[src/rtl/byte_budget_lru_cache_assert.svh]
// Assertion macros for the byte budget LRU cache.
// Used by modules that check invariants; expects clk and arst_n in scope.
`ifndef BYTE_BUDGET_LRU_CACHE_ASSERT_SVH
`define BYTE_BUDGET_LRU_CACHE_ASSERT_SVH

// same-cycle implication, off during reset
`define BLC_ASSERT(lbl, ante, cons, msg) \
	lbl: assert property (@(posedge clk) disable iff (!arst_n) (ante) |-> (cons)) else $error(msg);

// next-cycle implication, off during reset
`define BLC_ASSERT_NEXT(lbl, ante, cons, msg) \
	lbl: assert property (@(posedge clk) disable iff (!arst_n) (ante) |=> (cons)) else $error(msg);

`endif

[src/rtl/blc_pkg.sv]
// Shared types and constants of the byte budget LRU cache.
// No dependencies.
`timescale 1ns / 1ps

package blc_pkg;

	localparam int ENTRIES  = 16;
	localparam int KEY_BITS = 64;
	localparam int IDX_W    = $clog2(ENTRIES);
	localparam int CNT_W    = $clog2(ENTRIES + 1);

	localparam logic [31:0] CAP_RESET = 32'h1000_0000;

	typedef enum logic [1:0] {
		ACT_GET   = 2'd0,
		ACT_PUT   = 2'd1,
		ACT_CLEAR = 2'd2,
		ACT_TRIM  = 2'd3
	} action_t;

	typedef enum logic [2:0] {
		OUT_HIT      = 3'd0,
		OUT_MISS     = 3'd1,
		OUT_INSERTED = 3'd2,
		OUT_UPDATED  = 3'd3,
		OUT_DROPPED  = 3'd4,
		OUT_CLEARED  = 3'd5,
		OUT_TRIMMED  = 3'd6
	} outcome_t;

	typedef struct packed {
		logic [1:0]  action;
		logic [63:0] key;
		logic [31:0] value_handle;
		logic [31:0] entry_bytes;
	} req_t;

	typedef struct packed {
		logic [2:0]  outcome;
		logic [31:0] hit_value;
		logic [4:0]  evicted_count;
		logic [4:0]  entry_count;
		logic [31:0] bytes_used;
		logic [31:0] hit_total;
		logic [31:0] miss_total;
	} rsp_t;

	// per-slot payload held in the slot RAM
	typedef struct packed {
		logic [31:0] value;
		logic [31:0] bytes;
	} slot_t;

	// tag array update, one at a time
	typedef struct packed {
		logic                clr_all;
		logic                set;
		logic                inv;
		logic [IDX_W-1:0]    idx;
		logic [KEY_BITS-1:0] key;
	} tag_op_t;

	typedef logic [ENTRIES-1:0][IDX_W-1:0] order_arr_t;

endpackage

[src/rtl/blc_slot_ram.sv]
// Slot payload RAM: value handle and byte size per slot.
// One write port, one read port, registered read. Uses blc_pkg.
`timescale 1ns / 1ps

module blc_slot_ram (
	input  logic                      clk,
	input  logic                      we,
	input  logic [blc_pkg::IDX_W-1:0] waddr,
	input  blc_pkg::slot_t            wdata,
	input  logic                      re,
	input  logic [blc_pkg::IDX_W-1:0] raddr,
	output blc_pkg::slot_t            rdata
);
	import blc_pkg::*;

	slot_t mem [ENTRIES];

	always_ff @(posedge clk) begin
		if (we) begin
			mem[waddr] <= wdata;
		end
	end

	always_ff @(posedge clk) begin
		if (re) begin
			rdata <= mem[raddr];
		end
	end

endmodule

[src/rtl/blc_tag_cam.sv]
// Key tags and valid bits with a parallel compare per slot.
// Uses blc_pkg.
`timescale 1ns / 1ps

module blc_tag_cam (
	input  logic                         clk,
	input  logic                         arst_n,
	input  blc_pkg::tag_op_t             op,
	input  logic [blc_pkg::KEY_BITS-1:0] cmp_key,
	output logic [blc_pkg::ENTRIES-1:0]  match,
	output logic [blc_pkg::ENTRIES-1:0]  valid
);
	import blc_pkg::*;

	logic [KEY_BITS-1:0] tag_q [ENTRIES];
	logic [ENTRIES-1:0]  valid_q;

	always_ff @(posedge clk or negedge arst_n) begin
		if (!arst_n) begin
			valid_q <= '0;
		end else if (op.clr_all) begin
			valid_q <= '0;
		end else if (op.set) begin
			valid_q[op.idx] <= 1'b1;
		end else if (op.inv) begin
			valid_q[op.idx] <= 1'b0;
		end
	end

	always_ff @(posedge clk) begin
		if (op.set) begin
			tag_q[op.idx] <= op.key;
		end
	end

	always_comb begin
		for (int i = 0; i < ENTRIES; i++) begin
			match[i] = valid_q[i] && (tag_q[i] == cmp_key);
		end
	end

	assign valid = valid_q;

endmodule

[src/rtl/byte_budget_lru_cache.sv]
// Byte budget LRU cache, top level. Uses blc_pkg, blc_tag_cam, blc_slot_ram.
// Path: get hit LOOK, READ, APPLY, DONE; get miss, clear and drop LOOK, DONE; each eviction
// adds an EVRD, EVWB pass. Throughput: one request at a time; next request taken once the
// result is registered and the output register accepts it; the eviction loop sets the spread.
// Reset: arst_n async low; cache empty, counters zero, capacity 0x1000_0000.
`timescale 1ns / 1ps

`include "byte_budget_lru_cache_assert.svh"

module byte_budget_lru_cache (
	input  logic          clk,
	input  logic          arst_n,
	input  logic          req_valid,
	output logic          req_ready,
	input  blc_pkg::req_t req,
	output logic          rsp_valid,
	input  logic          rsp_ready,
	output blc_pkg::rsp_t rsp,
	input  logic          cfg_we,
	input  logic [31:0]   cfg_wdata
);
	import blc_pkg::*;

	// one-hot sequencer
	typedef enum logic [7:0] {
		ST_IDLE  = 8'b0000_0001,
		ST_LOOK  = 8'b0000_0010, // tag compare
		ST_READ  = 8'b0000_0100, // RAM read of hit slot, find its position
		ST_APPLY = 8'b0000_1000, // use RAM data of hit slot, rewrite it on a put
		ST_EVRD  = 8'b0001_0000, // decide eviction, read LRU slot size
		ST_EVWB  = 8'b0010_0000, // retire LRU slot
		ST_INS   = 8'b0100_0000, // insert new entry
		ST_DONE  = 8'b1000_0000  // hand result to output register
	} state_t;

	state_t              state_q;
	req_t                req_q;
	logic [IDX_W-1:0]    hit_slot_q;
	logic [IDX_W-1:0]    lru_slot_q;
	logic [IDX_W-1:0]    pos_q;
	logic                ins_mode_q;  // eviction rule of a new-key put
	outcome_t            outcome_q;
	logic [31:0]         hit_value_q;
	logic [CNT_W-1:0]    evict_q;
	logic [CNT_W-1:0]    held_q;
	logic [32:0]         used_q;      // extra bit covers update overshoot
	logic [31:0]         hit_cnt_q;
	logic [31:0]         miss_cnt_q;
	logic [31:0]         cap_q;
	order_arr_t          order_q;     // position 0 = most recent
	rsp_t                rsp_q;
	logic                rsp_valid_q;

	tag_op_t             tag_op;
	logic [ENTRIES-1:0]  match;
	logic [ENTRIES-1:0]  valid_vec;
	logic                hit_c;
	logic [IDX_W-1:0]    hit_slot_c;
	logic [IDX_W-1:0]    pos_c;
	logic                ram_we;
	logic [IDX_W-1:0]    ram_waddr;
	slot_t               ram_wdata;
	logic                ram_re;
	logic [IDX_W-1:0]    ram_raddr;
	slot_t               ram_rdata;
	logic                over_c;
	logic                evict_c;
	logic [IDX_W-1:0]    lru_slot_c;
	logic [IDX_W-1:0]    ins_slot_c;
	logic                rsp_load;

	// move position p to the front, shifting the newer ones back by one
	function automatic order_arr_t promote(input order_arr_t o, input logic [IDX_W-1:0] p);
		order_arr_t r;
		for (int i = 0; i < ENTRIES; i++) begin
			if (i == 0) begin
				r[i] = o[p];
			end else if (IDX_W'(i) <= p) begin
				r[i] = o[i-1];
			end else begin
				r[i] = o[i];
			end
		end
		return r;
	endfunction

	blc_tag_cam u_tag (
		.clk     (clk),
		.arst_n  (arst_n),
		.op      (tag_op),
		.cmp_key (req_q.key[KEY_BITS-1:0]),
		.match   (match),
		.valid   (valid_vec)
	);

	blc_slot_ram u_ram (
		.clk   (clk),
		.we    (ram_we),
		.waddr (ram_waddr),
		.wdata (ram_wdata),
		.re    (ram_re),
		.raddr (ram_raddr),
		.rdata (ram_rdata)
	);

	// keys are unique, so the match vector is one-hot or empty
	always_comb begin
		hit_c      = |match;
		hit_slot_c = '0;
		for (int i = 0; i < ENTRIES; i++) begin
			if (match[i]) begin
				hit_slot_c = IDX_W'(i);
			end
		end
	end

	// recency position of the hit slot
	always_comb begin
		pos_c = '0;
		for (int i = 0; i < ENTRIES; i++) begin
			if (order_q[i] == hit_slot_q && CNT_W'(i) < held_q) begin
				pos_c = IDX_W'(i);
			end
		end
	end

	// eviction test: new-key put needs room for its bytes and a free slot; else bytes used must fit
	always_comb begin
		if (ins_mode_q) begin
			over_c = ({1'b0, used_q} + 34'(req_q.entry_bytes)) > 34'(cap_q);
		end else begin
			over_c = used_q > 33'(cap_q);
		end
		evict_c = (held_q != '0) &&
			(over_c || (ins_mode_q && held_q == CNT_W'(ENTRIES)));
		lru_slot_c = order_q[IDX_W'(held_q - CNT_W'(1))];
		ins_slot_c = order_q[held_q[IDX_W-1:0]];
	end

	// tag and RAM control
	always_comb begin
		tag_op         = '0;
		tag_op.key     = req_q.key[KEY_BITS-1:0];
		ram_we         = 1'b0;
		ram_waddr      = hit_slot_q;
		ram_wdata.value = req_q.value_handle;
		ram_wdata.bytes = req_q.entry_bytes;
		ram_re         = 1'b0;
		ram_raddr      = hit_slot_q;
		unique case (state_q)
			ST_LOOK: begin
				tag_op.clr_all = (req_q.action == ACT_CLEAR);
			end
			ST_READ: begin
				ram_re = 1'b1;
			end
			ST_APPLY: begin
				ram_we = (req_q.action == ACT_PUT);
			end
			ST_EVRD: begin
				ram_re    = evict_c;
				ram_raddr = lru_slot_c;
			end
			ST_EVWB: begin
				tag_op.inv = 1'b1;
				tag_op.idx = lru_slot_q;
			end
			ST_INS: begin
				tag_op.set = 1'b1;
				tag_op.idx = ins_slot_c;
				ram_we     = 1'b1;
				ram_waddr  = ins_slot_c;
			end
			default: begin
			end
		endcase
	end

	assign req_ready = (state_q == ST_IDLE);
	// output register frees up the core while a result waits downstream
	assign rsp_load  = (state_q == ST_DONE) && (!rsp_valid_q || rsp_ready);
	assign rsp_valid = rsp_valid_q;
	assign rsp       = rsp_q;

	// capacity register; a zero write is ignored
	always_ff @(posedge clk or negedge arst_n) begin
		if (!arst_n) begin
			cap_q <= CAP_RESET;
		end else if (cfg_we && cfg_wdata != '0) begin
			cap_q <= cfg_wdata;
		end
	end

	always_ff @(posedge clk or negedge arst_n) begin
		if (!arst_n) begin
			rsp_valid_q <= 1'b0;
		end else if (rsp_load) begin
			rsp_valid_q <= 1'b1;
		end else if (rsp_ready) begin
			rsp_valid_q <= 1'b0;
		end
	end

	always_ff @(posedge clk) begin
		if (rsp_load) begin
			rsp_q.outcome       <= outcome_q;
			rsp_q.hit_value     <= hit_value_q;
			rsp_q.evicted_count <= 5'(evict_q);
			rsp_q.entry_count   <= 5'(held_q);
			rsp_q.bytes_used    <= used_q[31:0];
			rsp_q.hit_total     <= hit_cnt_q;
			rsp_q.miss_total    <= miss_cnt_q;
		end
	end

	// request-local working registers
	always_ff @(posedge clk) begin
		if (req_valid && req_ready) begin
			req_q <= req;
		end
		if (state_q == ST_LOOK) begin
			hit_slot_q <= hit_slot_c;
		end
		if (state_q == ST_READ) begin
			pos_q <= pos_c;
		end
		if (state_q == ST_EVRD) begin
			lru_slot_q <= lru_slot_c;
		end
	end

	// sequencer and cache state
	always_ff @(posedge clk or negedge arst_n) begin
		if (!arst_n) begin
			state_q     <= ST_IDLE;
			ins_mode_q  <= 1'b0;
			outcome_q   <= OUT_HIT;
			hit_value_q <= '0;
			evict_q     <= '0;
			held_q      <= '0;
			used_q      <= '0;
			hit_cnt_q   <= '0;
			miss_cnt_q  <= '0;
			for (int i = 0; i < ENTRIES; i++) begin
				order_q[i] <= IDX_W'(i);
			end
		end else begin
			unique case (state_q)
				ST_IDLE: begin
					if (req_valid) begin
						state_q <= ST_LOOK;
					end
				end
				ST_LOOK: begin
					hit_value_q <= '0;
					evict_q     <= '0;
					ins_mode_q  <= 1'b0;
					case (req_q.action)
						ACT_GET: begin
							if (hit_c) begin
								state_q <= ST_READ;
							end else begin
								if (miss_cnt_q != '1) begin
									miss_cnt_q <= miss_cnt_q + 32'd1;
								end
								outcome_q <= OUT_MISS;
								state_q   <= ST_DONE;
							end
						end
						ACT_PUT: begin
							if (req_q.value_handle == '0) begin
								outcome_q <= OUT_DROPPED;
								state_q   <= ST_DONE;
							end else if (hit_c) begin
								state_q <= ST_READ;
							end else if (req_q.entry_bytes > cap_q) begin
								outcome_q <= OUT_DROPPED;
								state_q   <= ST_DONE;
							end else begin
								ins_mode_q <= 1'b1;
								outcome_q  <= OUT_INSERTED;
								state_q    <= ST_EVRD;
							end
						end
						ACT_CLEAR: begin
							held_q     <= '0;
							used_q     <= '0;
							hit_cnt_q  <= '0;
							miss_cnt_q <= '0;
							outcome_q  <= OUT_CLEARED;
							state_q    <= ST_DONE;
						end
						default: begin
							outcome_q <= OUT_TRIMMED;
							state_q   <= ST_EVRD;
						end
					endcase
				end
				ST_READ: begin
					state_q <= ST_APPLY;
				end
				ST_APPLY: begin
					order_q <= promote(order_q, pos_q);
					if (req_q.action == ACT_PUT) begin
						used_q    <= used_q - 33'(ram_rdata.bytes) + 33'(req_q.entry_bytes);
						outcome_q <= OUT_UPDATED;
						state_q   <= ST_EVRD;
					end else begin
						if (hit_cnt_q != '1) begin
							hit_cnt_q <= hit_cnt_q + 32'd1;
						end
						hit_value_q <= ram_rdata.value;
						outcome_q   <= OUT_HIT;
						state_q     <= ST_DONE;
					end
				end
				ST_EVRD: begin
					if (evict_c) begin
						state_q <= ST_EVWB;
					end else if (ins_mode_q) begin
						state_q <= ST_INS;
					end else begin
						state_q <= ST_DONE;
					end
				end
				ST_EVWB: begin
					used_q  <= used_q - 33'(ram_rdata.bytes);
					held_q  <= held_q - CNT_W'(1);
					evict_q <= evict_q + CNT_W'(1);
					state_q <= ST_EVRD;
				end
				ST_INS: begin
					order_q <= promote(order_q, held_q[IDX_W-1:0]);
					held_q  <= held_q + CNT_W'(1);
					used_q  <= used_q + 33'(req_q.entry_bytes);
					state_q <= ST_DONE;
				end
				ST_DONE: begin
					if (rsp_load) begin
						state_q <= ST_IDLE;
					end
				end
				default: begin
					state_q <= ST_IDLE;
				end
			endcase
		end
	end

	`BLC_ASSERT(a_held_max, 1'b1, held_q <= CNT_W'(ENTRIES), "entry count above slot count")
	`BLC_ASSERT(a_used_fits, state_q == ST_IDLE, used_q[32] == 1'b0, "bytes used overflow at rest")
	`BLC_ASSERT(a_valid_count, state_q == ST_IDLE,
		CNT_W'($countones(valid_vec)) == held_q, "valid bits disagree with entry count")
	`BLC_ASSERT_NEXT(a_evict_step, state_q == ST_EVWB,
		held_q == $past(held_q) - CNT_W'(1), "eviction did not retire one entry")

endmodule
[config.mk]
export PLATFORM = sky130hd
export DESIGN_NAME = byte_budget_lru_cache
export DESIGN_NICKNAME = d
export VERILOG_FILES = /design/src/rtl/blc_pkg.sv /design/src/rtl/blc_slot_ram.sv /design/src/rtl/blc_tag_cam.sv /design/src/rtl/byte_budget_lru_cache.sv
export VERILOG_INCLUDE_DIRS = /design/src /design/src/rtl
export SDC_FILE = /design/constraint.sdc
export NUM_CORES = 2
export LEC_CHECK = 0
export BUFFER_PORTS_ARGS = -buffer_cell sky130_fd_sc_hd__clkbuf_2
export CAP_MARGIN = 0
export CORE_MARGIN = 2
export CORE_UTILIZATION = 40
export CTS_CLUSTER_SIZE = 40
export DETAILED_ROUTE_END_ITERATION = 6
export GPL_TIMING_DRIVEN = 1
export PLACE_DENSITY_LB_ADDON = 0.15
export SLEW_MARGIN = 25
export SYNTH_ARGS = -nofsm -noshare
export SYNTH_HDL_FRONTEND = slang
export SYNTH_HIERARCHICAL = 1
export SYNTH_SLANG_ARGS = --single-unit
[constraint.sdc]
create_clock -name clk -period 9.9 [get_ports clk]
set_input_delay 0.99 -clock clk [delete_from_list [all_inputs] [get_ports clk]]
set_output_delay 0.99 -clock clk [all_outputs]
set_load 0.02 [all_outputs]
==> qor.csv <==
stage;metric;value;unit
power_and_ir_drop;peakVddDrop;0.150;mV
setup_path;r2r-start;ram_wdata[0];
setup_path;cp-end-kind;flop;
floorplan;io-pin-count;310;
global_routing;grt_usage;0.234;
synthesis;mappedNetlistNets;7438;
sta;hold_slack;0.202;ns
floorplan;coreArea;0.282;mm²
sta;fmax;0.142;GHz
floorplan;die_y;537;µm
clock_tree;clockRootBuffer;clkbuf_16;
setup_path;crit_type;flop to flop;
setup_path;r2r_cells;23;
route;route.detailed.drc;1;
route;num_vias;66100;
synthesis;yosys.area_share.simple;0.0565;
layout;layout_common_cells;edfxtp_1 (2,395), xnor2_1 (596), nand2_1 (339);
clock_tree;cts_tree;built;
sta;setup_viol;0;
power_and_ir_drop;switching_power;9380;µW
sta;drv_slew;0;
clock_tree;cts_resized;0;
place;dp_hpwl;213;mm
route;drt_wl_total;341;mm
global_routing;grt_max_degree;142;
synthesis;synth_area_per_cell;16.0;µm²
setup_path;worstReg2RegEnd;u_ram/rdata[51];
setup_path;critPathMaxFanout;64;
run_status;violations;design-rule violations;
route;antenna_left;0;
power_and_ir_drop;p_int;21600;µW
synthesis;synth_area;0.113;mm²
layout;area_growth;14.3;%
synthesis;synth_fa_ha_area_frac;0.0225;
route;drt_iter0_drc;6679;
clock_tree;clock_latency;0.90;ns
setup_path;start_kind;flop;
place;routabilityCongestion;0.933;
clock_tree;holdBufCountCts;0;
run_status;outcome;finished, violations left;
clock_tree;cts.sinks;2659;
route;wl_per_cell;29.5;µm
power_and_ir_drop;p_clk_frac;0.349;
global_routing;first_global_vias;66000;
synthesis;yosysWarnings;6;
power_and_ir_drop;pwr-share-seq;0.438;
synthesis;synthXorXnorAreaFrac;0.0714;
layout;fin_nets;7974;
route;drt-pass1-iter-count;7;
global_routing;grt_overflow;0;
synthesis;synth_top_family_by_area;XOR/XNOR gates;
clock_tree;clk_pin_slew;0.06;ns
power_and_ir_drop;power_density;239;mW/mm²
sta;grt_setup_unrepaired;false;
synthesis;ys_async_sr_fraction;0.0993;
min_path;holdCritPathClass;input pin to async pin;
power_and_ir_drop;power;31000;µW
layout;final_common_cell;edfxtp_1;
sta;hold_viol;0;
job;drv_cap;0;
synthesis;synth.area.top_cells;edfxtp_1 (63%), mux4_2 (5.9%), dfrtp_1 (5.1%);
floorplan;rows;195;
clock_tree;clockBufferDepth;4;
synthesis;synth_edf_count;2395;
floorplan;die_x;537;µm
place;port_buffers;309;
clock_tree;cts_made_buffers;298;
synthesis;syn_inst;7069;
setup_path;startpoint;ram_wdata[0];
setup_path;reg2reg_slack;2.84;ns
clock_tree;post-cts-setup-buffer-count;0;
layout;final_layout_size_suffix_gt1_frac;0.189;
synthesis;synth_cell_types;97;
power_and_ir_drop;combPwrFrac;0.214;
sta;fin_setup_tns;0;ns
sta;finalCriticalPeriod;7.06;ns
floorplan;initial_core_util;0.402;
power_and_ir_drop;p_leak;0.0444;µW
global_routing;grt_pass1_wl;487;mm
synthesis;synth_top_area_frac;0.634;
synthesis;synth_compound_area_frac;0.0642;
synthesis;yosysTopAreaCell;edfxtp_1;
synthesis;ys_ff_latch;2659;
route;vias_per_cell;5.70;
sta;worst_pin_slew;1.17;ns
setup_path;endpoint;u_ram/rdata[51];
power_and_ir_drop;power.share.switching;0.303;
setup_path;critPathRequiredTime;10.40;ns
synthesis;ys.flop_type;edfxtp_1;
global_routing;antenna_found_initial;18;
synthesis;synth_mux_area_frac;0.0706;
sta;finalCritPeriodShare;0.713;
synthesis;synth-seq-area-share;0.693;
sta;maxSlewHeadroom;0.223;
floorplan;dieArea;0.288;mm²
setup_path;cp.arrival;7.56;ns
sta;finClkSkew;0.0482;ns
clock_tree;h-tree-depth;5;
[power by group through the flow]
stage	Combinational, µW	Sequential [µW]	Clock (µW)
after floorplan	4150	13700	0
after global placement	6540	13800	0
after global routing	7190	13600	11500
after CTS	6600	13600	11100
after detailed placement	6560	13800	0
final	6610	13500	10800
[layer usage]
metal | up-vias | track usage | wire (µm)
met5 | - | 0 | 53
met4 | 8 | 0.0800 | 12300
met3 | 563 | 0.0296 | 18900
met2 | 2387 | 0.394 | 168000
met1 | 34500 | 0.315 | 142000
li1 | 28600 | - | -
[cells in the mapped netlist (28+ instances only)]
| cell | instances |
|---|---|
| xnor2_1 | 596 |
| nor4_1 | 144 |
| nor2_1 | 219 |
| nand2b_1 | 49 |
| a21oi_1 | 194 |
| dfstp_2 | 34 |
| mux2_2 | 99 |
| ha_1 | 199 |
| a22oi_1 | 147 |
| inv_1 | 241 |
| nor3_1 | 58 |
| a22o_1 | 36 |
| nand2_1 | 341 |
| buf_6 | 28 |
| buf_4 | 32 |
| edfxtp_1 | 2395 |
| o21a_1 | 37 |
| nand4_1 | 199 |
| a21o_1 | 61 |
| a221oi_1 | 69 |
| o2bb2ai_1 | 44 |
| o22ai_1 | 93 |
| o21ai_0 | 187 |
| mux4_2 | 298 |
| xor2_1 | 326 |
| buf_2 | 87 |
| nand3_1 | 80 |
| clkbuf_1 | 127 |
| dfrtp_1 | 230 |
[final cells by class]
| class | instances | area, µm² |
|---|---|---|
| clock inverters | 157 | 1470 |
| repair buffers | 537 | 3420 |
| multi-input cells | 3855 | 32600 |
| inverters | 254 | 958 |
| fillers | 24600 | 153000 |
| flip-flops and latches | 2659 | 78600 |
| clock buffers | 373 | 7950 |
| diodes | 7 | 17.5 |
| well taps | 3743 | 4680 |
[worst min path at each step]
stage	from	endpoint	slack, ns	cells past startpoint
detailed placement	hit_value_q[29]	rsp[135]	0.43	0
global placement	hit_value_q[3]	rsp[109]	0.44	0
CTS	arst_n	cap_q[18]	0.17	1
floorplan	outcome_q[2]	rsp[140]	0.42	0
finish	arst_n	cap_q[18]	0.20	1
global route	req[124]	req_q[124]	0.23	1
[state kept, by name (all words and copies together) (netlist names), 33 cells and up]
| name | flops |
|---|---|
| req_q | 66 |
| u_ram/mem | 1024 |
| order_q | 64 |
| u_ram/rdata | 64 |
| rsp | 141 |
| used_q | 33 |
| ram_wdata | 64 |
| u_tag/tag_q | 1024 |
[metrics by stage]
step | setup WS [ns] | cell area (µm²) | std cells | util
global route | 2.34 | 130000 | 11600 | 0.459
detailed placement | 3.01 | 120000 | 11000 | 0.426
floorplan | 1.91 | 113000 | 7069 | -
finish | 2.84 | 130000 | 11600 | 0.459
global placement | 3.10 | 120000 | 11000 | 0.426
CTS | 2.97 | 130000 | 11600 | 0.459
[worst max-delay path, stage by stage, from the launching register on]
cell	delay, ns
edfxtp_1	0.71
ha_1	0.29
fa_1	0.22
a21o_1	0.14
a21oi_1	0.14
o21ai_0	0.39
nand3_1	0.23
a2111oi_0	0.82
nor2_1	0.17
o21ai_0	0.35
a31oi_1	0.17
xnor2_1	0.15
ha_1	0.30
nand3_1	0.10
or3_1	0.43
nor3_1	0.20
nand4_1	0.14
nor4_1	0.40
nand2_1	0.10
a31oi_1	0.22
o41ai_1	0.13
a21oi_1	0.35
o21bai_4	0.12
buf_12	0.23
[kinds of logic after synthesis]
group / count (synthesis)
simple gates: 1251
buf+inv: 555
fa+ha+maj: 202
compound gates: 1064
flops: 2659
mux: 415
xor+xnor: 923
No activity file was read; power rests on OpenSTA's default activity.
